**config.mk**
```make
export PLATFORM = sky130hd
export DESIGN_NAME = sgw_alu
export DESIGN_NICKNAME = d
export VERILOG_FILES = /design/src/sgw_pkg.sv /design/src/sgw_alu.sv
export SDC_FILE = /design/constraint.sdc
export NUM_CORES = 2
export LEC_CHECK = 0
export ABC_AREA = 0
export BUFFER_PORTS_ARGS = -buffer_cell sky130_fd_sc_hd__buf_2
export CAP_MARGIN = 20
export CORE_MARGIN = 2
export CORE_UTILIZATION = 50
export CTS_CLUSTER_SIZE = 12
export DETAILED_ROUTE_END_ITERATION = 7
export HOLD_SLACK_MARGIN = 0.05
export PLACE_DENSITY_LB_ADDON = 0.15
export SLEW_MARGIN = 20
export SYNTH_ARGS = -nofsm -noshare
export SYNTH_HDL_FRONTEND = slang
export SYNTH_SLANG_ARGS = --single-unit
export TNS_END_PERCENT = 20
```
**constraint.sdc**
```tcl
create_clock -name clk -period 15.1 [get_ports clk]
set_input_delay 0.755 -clock clk [delete_from_list [all_inputs] [get_ports clk]]
set_output_delay 0.755 -clock clk [all_outputs]
set_load 0.01 [all_outputs]
```
**src/sgw_pkg.sv**
```systemverilog
// ----------------------------------------------------------------------------
// sgw_pkg
// Shared types and constants of the Savitzky-Golay weight generator.
// ----------------------------------------------------------------------------
`default_nettype none
package sgw_pkg;
	localparam int WEIGHT_W = 48;
	localparam int STATUS_W = 2;
	localparam int IDX_W    = 6;
	localparam int ORD_W    = 4;
	localparam int HW_W     = 5;
	localparam int CFG_W    = 5;

	// status codes
	localparam logic [STATUS_W-1:0] ST_OK  = 2'd0;
	localparam logic [STATUS_W-1:0] ST_ORD = 2'd1;
	localparam logic [STATUS_W-1:0] ST_SAT = 2'd2;

	// register indexes
	localparam logic CFG_HALF_WIDTH = 1'b0;
	localparam logic CFG_POLY_ORDER = 1'b1;

	// shared unit operations
	typedef enum logic [2:0] {
		OP_MULI,
		OP_ADD,
		OP_DIV,
		OP_FMUL
	} sgw_op_t;

	typedef struct packed {
		logic    start;
		sgw_op_t op;
	} sgw_ctl_t;

	typedef struct packed {
		logic done;
		logic clip;
	} sgw_sts_t;
endpackage
`default_nettype wire

```
**src/sgw_alu.sv**
```systemverilog
// ----------------------------------------------------------------------------
// sgw_alu
// Shared saturating unit: integer multiply, rounded divide by a small
// positive integer (bit serial) and fixed-point multiply (32-bit partials).
// ----------------------------------------------------------------------------
`default_nettype none
module sgw_alu
	import sgw_pkg::*;
#(
	parameter int FRAC_BITS = 40
) (
	input  wire logic               clk,
	input  wire logic               arst_n,
	input  wire sgw_ctl_t           ctl,
	input  wire logic signed [63:0] a,
	input  wire logic signed [63:0] b,
	output sgw_sts_t                sts,
	output logic signed [63:0]      y
);
	localparam logic [63:0] LIM = 64'h7FFF_FFFF_FFFF_FFFF;

	typedef enum logic [2:0] {S_IDLE, S_MUL, S_DIV, S_OUT} st_t;

	st_t          st_q;
	logic [63:0]  ua_q, ub_q;
	logic         neg_q;
	logic [127:0] acc_q;
	logic [1:0]   part_q;
	logic [6:0]   cnt_q;
	logic [64:0]  rem_q;
	logic [64:0]  quo_q;
	sgw_op_t      op_q;

	logic [63:0] ua, ub;
	logic [31:0] pa, pb;
	logic [63:0] pp;
	logic [127:0] pp_sh;
	logic [64:0] rem_n;
	logic [128:0] rnd;
	logic [64:0] mag_res;
	logic        ovf;

	assign ua = a[63] ? 64'(-a) : 64'(a);
	assign ub = b[63] ? 64'(-b) : 64'(b);

	// partial-product select
	always_comb begin
		pa = part_q[0] ? ua_q[63:32] : ua_q[31:0];
		pb = part_q[1] ? ub_q[63:32] : ub_q[31:0];
		pp = 64'(pa) * 64'(pb);
		pp_sh = 128'(pp) << (7'(part_q[0]) * 7'd32 + 7'(part_q[1]) * 7'd32);
		rem_n = {rem_q[63:0], quo_q[64]};
	end

	// unit sequencer
	always_ff @(posedge clk or negedge arst_n) begin
		if (!arst_n) begin
			st_q <= S_IDLE;
			sts  <= '0;
		end else begin
			sts.done <= (st_q == S_OUT);
			unique case (st_q)
				S_IDLE: begin
					if (ctl.start) begin
						op_q   <= ctl.op;
						ua_q   <= ua;
						ub_q   <= ub;
						neg_q  <= (ctl.op == OP_DIV) ? a[63] : a[63] ^ b[63];
						acc_q  <= '0;
						part_q <= '0;
						cnt_q  <= '0;
						unique case (ctl.op)
							OP_DIV: begin
								// dividend magnitude plus half the divisor
								quo_q <= 65'(ua) + 65'(b[63:1]);
								rem_q <= '0;
								st_q  <= S_DIV;
							end
							default: st_q <= S_MUL;
						endcase
					end
				end
				S_MUL: begin
					acc_q  <= acc_q + pp_sh;
					part_q <= part_q + 2'd1;
					if (part_q == 2'd3) st_q <= S_OUT;
				end
				S_DIV: begin
					if (rem_n >= {1'b0, ub_q}) begin
						rem_q <= rem_n - {1'b0, ub_q};
						quo_q <= {quo_q[63:0], 1'b1};
					end else begin
						rem_q <= rem_n;
						quo_q <= {quo_q[63:0], 1'b0};
					end
					cnt_q <= cnt_q + 7'd1;
					if (cnt_q == 7'd64) st_q <= S_OUT;
				end
				S_OUT: begin
					y        <= neg_q ? -$signed(mag_res[63:0]) : $signed(mag_res[63:0]);
					sts.clip <= ovf;
					st_q     <= S_IDLE;
				end
				default: st_q <= S_IDLE;
			endcase
		end
	end

	assign rnd   = {1'b0, acc_q} + (129'(1) << (FRAC_BITS - 1));

	// result magnitude and overflow per operation
	always_comb begin
		mag_res = '0;
		ovf     = 1'b0;
		case (op_q)
			OP_MULI: begin
				if (acc_q[127:64] != '0 || acc_q[63:0] > LIM) begin
					ovf = 1'b1; mag_res = {1'b0, LIM};
				end else mag_res = {1'b0, acc_q[63:0]};
			end
			OP_FMUL: begin
				if ((rnd[127:64] >> FRAC_BITS) != '0) begin
					ovf = 1'b1; mag_res = {1'b0, LIM};
				end else begin
					mag_res = 65'(rnd[127:0] >> FRAC_BITS);
					if (mag_res > {1'b0, LIM}) begin
						ovf = 1'b1; mag_res = {1'b0, LIM};
					end
				end
			end
			OP_DIV: begin
				if (quo_q[63:0] > LIM) begin
					ovf = 1'b1; mag_res = {1'b0, LIM};
				end else mag_res = {1'b0, quo_q[63:0]};
			end
			default: mag_res = '0;
		endcase
	end
endmodule
`default_nettype wire

```
# After elaboration in Yosys (flattened, before gate mapping)
# Cells that the tools add are included.
[classes]
shift = 1
bitwise = 1
addsub = 10
n_mux = 35
n_eq_ne = 12
reduce_logical = 13
n_mul = 1
n_lt_le_gt_ge = 4
[op_table]
columns = ["op", "n"]
rows = [
  ["64-bit two-way mux", 9],
  ["128-bit case mux with 2 select lines", 1],
  ["64-bit negation", 3],
  ["64-bit case mux with 3 select lines", 1],
  ["65-bit two-way mux", 2],
  ["65-bit case mux with 2 select lines", 1],
  ["128-bit adder", 1],
  ["128-bit by 40-bit adder with 128-bit output (second input constant)", 1],
  ["64-bit by 63-bit > comparator with 1-bit output (second input constant)", 2],
  ["128-bit two-way mux", 1],
  ["64-bit case mux with 2 select lines", 1],
  ["64-bit nonzero test", 2],
  ["64-bit by 7-bit left shift with 128-bit output", 1],
  ["64-bit by 63-bit adder with 65-bit output", 1],
  ["65-bit by 64-bit greater-or-equal comparator with 1-bit output", 1],
  ["65-bit by 63-bit > comparator with 1-bit output (second input constant)", 1],
  ["32-bit by 32-bit multiplier with 64-bit output", 1],
  ["32-bit two-way mux", 2],
  ["64-bit subtractor", 1],
  ["63-bit two-way mux", 1],
  ["3-bit by 2-bit equality test with 1-bit output (second input constant)", 5],
  ["7-bit case mux with 2 select lines", 1],
  ["3-bit AND reduction", 4],
  ["3-bit two-way mux", 3],
  ["19 further kinds", 30],
]
[totals]
reg_bits = 467
inputBits = 134
out_inout_bits = 66

# Logic depth before layout (Yosys ltp)
[logic_depth]
depth_word = 7
depth_mapped = 51

# Worst setup path before layout
# OpenSTA, ideal clock, no wires.
[synth_path]
kind = "register to register"
start = "register part_q[0]"
end = "register acc_q[118] (data pin)"
n_path_buf = 3
setup_time_ns = 0.266
path_stages_with_launch = 45
t_arrival_ns = 11.768
setup_slack_ns = 3.066
required_ns = 14.834
path_cell_list = "edfxtp_1 -> clkbuf_1 -> clkbuf_1 -> mux2i_1 -> clkbuf_1 -> nor2_1 -> fa_1 -> fa_1 -> fa_1 -> inv_1 -> fa_1 -> inv_1 -> fa_1 -> fa_1 -> fa_1 -> inv_1 -> fa_1 -> inv_1 -> (+9 left out) -> a2111oi_0 -> o41ai_1 -> xor2_1 -> mux2i_1 -> nor2_1 -> ha_1 -> nand2_1 -> nor2_1 -> nand4_1 -> or2_2 -> a2111oi_0 -> o211a_1 -> o21ai_0 -> a2111o_1 -> a21boi_0 -> nand2b_1 -> xnor2_1 -> nor2_1"
[synth_via]
elab_chain_len = 5
[synth_rtl]
columns = ["item", "line", "source"]
rows = [
  ["start: declaration", "sgw_alu.sv:28", "logic [1:0] part_q;"],
  ["start signal: assignment", "sgw_alu.sv:85", "part_q <= part_q + 2'd1;"],
  ["32-bit two-way mux", "sgw_alu.sv:48", "pa = part_q[0] ? ua_q[63:32] : ua_q[31:0];"],
  ["32-bit by 32-bit multiplier with 64-bit output", "sgw_alu.sv:50", "pp = 64'(pa) * 64'(pb);"],
  ["64-bit by 7-bit left shift with 128-bit output *", "sgw_alu.sv:51", "pp_sh = 128'(pp) << (7'(part_q[0]) * 7'd32 + 7'(part_q[1]) * 7'd32);"],
  ["128-bit adder *", "sgw_alu.sv:84", "acc_q <= acc_q + pp_sh;"],
  ["128-bit case mux with 2 select lines *", "sgw_alu.sv:62", "unique case (st_q)"],
  ["end signal: assignment", "sgw_alu.sv:84", ""],
  ["end: declaration", "sgw_alu.sv:27", "logic [127:0] acc_q;"],
]
# Mark *: on every way between the ends. The rest lies on a longest branch, timed or not.
# A chain may end at the register's enable or synchronous reset.

# Worst setup path in the final report
# Ends and elaborated chain as after synthesis.

==> impl_metrics.py <==
metrics = {
    "worst_setup_path": {
        "slowest_delay_ns": 0.76,
        "worstPathMaxFanout": 64,
        "crit_slowest_cell": "mux2i_2",
        "critPathRequiredTime_ns": 15.57,
        "timing_worst_setup_path_type": "flop to flop",
        "worst_path_most_repeated_cell": "fa_1",
        "cp-end-kind": "flop",
        "arrival_ns": 15.08,
        "start_kind": "flop",
    },
    "clock_tree": {
        "clock_sinks": 466,
        "htree_levels": 2,
        "clkLatencyLatePin_ns": 0.76,
        "cts_setup_buffers": 0,
        "numCtsBuffers": 61,
        "clkTransAtPathRegs_ns": 0.06,
        "root_buffer": "clkbuf_16",
        "cts_tree": "yes",
        "clockBufferDepth": 3,
    },
    "detailed_routing": {
        "vias_per_cell": 6.21,
        "wl_mm": 300,
        "dr.pass1.iters": 6,
        "drc_errors": 0,
        "detail-route-antenna-nets": 0,
        "first_iter_violations": 7651,
        "vias": 66000,
        "wl_per_cell_um": 28.2,
    },
    "floorplanning": {
        "boundaryPins": 200,
        "start_util": 0.504,
        "rows": 140,
        "die_y_um": 387,
        "core_um2": 146000,
        "dieArea_um2": 150000,
        "die_x_um": 387,
    },
    "timing": {
        "finalSetupViolCount": 0,
        "hold_viol": 0,
        "post-route-min-period_ns": 14.61,
        "period_share": 0.967,
        "worst_slew_pin_slew_ns": 1.24,
        "rsz0062_at_grt": "false",
        "final_max_slew_viol_count": 0,
        "fmax_ghz": 0.0685,
        "slew-limit-headroom": 0.153,
        "setup_tns_ns": 0,
        "finClkSkew_ns": 0.116,
    },
    "yosys": {
        "asyncSetResetFlopFracSynth": 0.00858,
        "yosysTopAreaCellShare": 0.245,
        "synthXorXnorAreaFrac": 0.0596,
        "yosys.area_share.simple": 0.179,
        "synth_edf_count": 462,
        "synth_top_family_by_area": "adder cells",
        "synth_top_area_cell": "fa_1",
        "synth_cell_types": 97,
        "synth_nets": 10100,
        "synth-compound-area-share": 0.137,
        "muxShareOfSynthArea": 0.0228,
        "synth_fa_ha_area_frac": 0.335,
        "synth.area.top_cells": "fa_1 25%, edfxtp_1 19%, ha_1 9.0%",
        "synth-seq-area-share": 0.190,
        "synth_common_cells": "1100 x inv_1, 1059 x nor2_1, 949 x nand2_1",
        "synthFlopType": "edfxtp_1",
        "syn_avg_cell_area_um2": 8.61,
        "syn_area_um2": 73400,
        "yosysMostFrequentCell": "inv_1",
        "ys_ff_latch": 466,
        "yosys_warnings": 0,
        "syn_inst": 8530,
    },
    "placed_design": {
        "dp_hpwl_mm": 248,
        "port_buffers": 199,
        "gp_congestion": 1.08,
    },
    "global_routing": {
        "grt_max_degree": 127,
        "grt_pass1_vias": 63800,
        "grt_use_total": 0.394,
        "grt_pass1_wl_mm": 433,
        "gr-total-overflow": 0,
        "antenna_found_initial": 20,
    },
    "cells_and_area": {
        "syn_to_final_growth_pct": 8.35,
        "drive_gt1_frac": 0.0775,
        "layout.nets": 10200,
    },
    "min_path": {
        "min_path_type": "input pin to flop",
    },
    "outcome": {
        "status": "finished clean",
    },
    "flow_run": {
        "drv_cap": 0,
    },
}
[cells in the final DEF (no fill, tap or decap), drive strengths merged, types with 43 or more instances in the layout]
master,n
and2,110
nand2b,81
xnor2,335
and3,68
o22ai,53
nand4,102
nor2,1059
nor2b,78
fa,899
a21o,184
nor4,57
a21oi,400
nand2,950
mux2,43
o31ai,77
nor3,96
mux2i,119
xor2,165
o21bai,65
o21a,60
ha,528
nand3,124
buf,430
o21ai,420
inv,1105
clkbuf,68
edfxtp,462
[final cells by class]
type	count	area, um2
antenna	18	45.0
clock buffer	68	1550
clock inverter	45	567
fill	13700	66200
inverter	1104	4150
multi-input combinational	6582	54100
sequential	466	14000
tap	1917	2400
timing repair buffer	431	2790
[flip-flops by register name, summed over array words and instances, names as in the netlist]
name	flops
rem_q	64
sts	2
ub_q	64
cnt_q	7
neg_q	1
ua_q	64
op_q	3
part_q	2
st_q	2
quo_q	65
y	64
acc_q	128
[kinds of logic after synthesis]
family	after synthesis
simple gates	2905
compound gates	1588
buf+inv	1482
fa+ha+maj	1427
xor+xnor	500
flops	466
mux	162
[what timing repair did]
action                                 in CTS  in global routing
setup endpoints to repair                   0                  7
resized for setup                           0                  5
hold buffers                                1                  0
endpoints found under the hold margin       4                  0
[final timing paths]
| path | to | depth (start not counted) | from | slack, ns |
|---|---|---|---|---|
| max | acc_q[118]$_SDFFCE_PP0P_ | 45 | part_q[0]$_SDFFCE_PP0P_ | 0.49 |
| max reg2reg | acc_q[118]$_SDFFCE_PP0P_ | 45 | part_q[0]$_SDFFCE_PP0P_ | 0.49 |
| min | op_q[0]$_DFFE_PP_ | 1 | ctl[0] | 0.21 |
| min reg2reg | sts[0]$_DFFE_PN0P_ | 2 | sts[0]$_DFFE_PN0P_ | 0.55 |
| min in group asynchronous | st_q[0]$_DFFE_PN0P_ | 2 | arst_n | 0.42 |
| max in group asynchronous | sts[1]$_DFF_PN0_ | 2 | arst_n | 14.47 |
[critical path: cells and delay by family (launching register included)]
kind | cells | cell delay, ns
adder cells (fa/ha/maj) | 10 | 5.15
AO/OA/AOI/OAI | 10 | 3.40
AND/OR/NAND/NOR | 11 | 2.17
buffers and inverters | 10 | 1.77
multiplexers | 2 | 1.09
flip-flops | 1 | 0.43
XOR/XNOR | 2 | 0.33
[through the flow]
step | instances | hold slack [ns] | util | setup WS [ns] | instance area (um2)
floorplan | 8530 | 0.459 | - | 3.07 | 73400
global placement | 10500 | 0.506 | 0.531 | 0.549 | 77400
detailed placement | 10500 | 0.541 | 0.531 | 0.549 | 77400
CTS | 10600 | 0.172 | 0.546 | 0.598 | 79500
global route | 10600 | 0.208 | 0.546 | 0.00659 | 79500
finish | 10600 | 0.207 | 0.546 | 0.491 | 79600
[layer usage]
layer | wire length [um] | up-vias | track usage
li1 | - | 28800 | -
met1 | 123000 | 32800 | 0.545
met2 | 121000 | 3777 | 0.549
met3 | 39600 | 643 | 0.139
met4 | 16600 | 2 | 0.184
met5 | 16 | - | 0
Power is left out: the tool's default activity adds up to more than one toggle a clock period on the data nets, which glitch-free logic cannot reach.
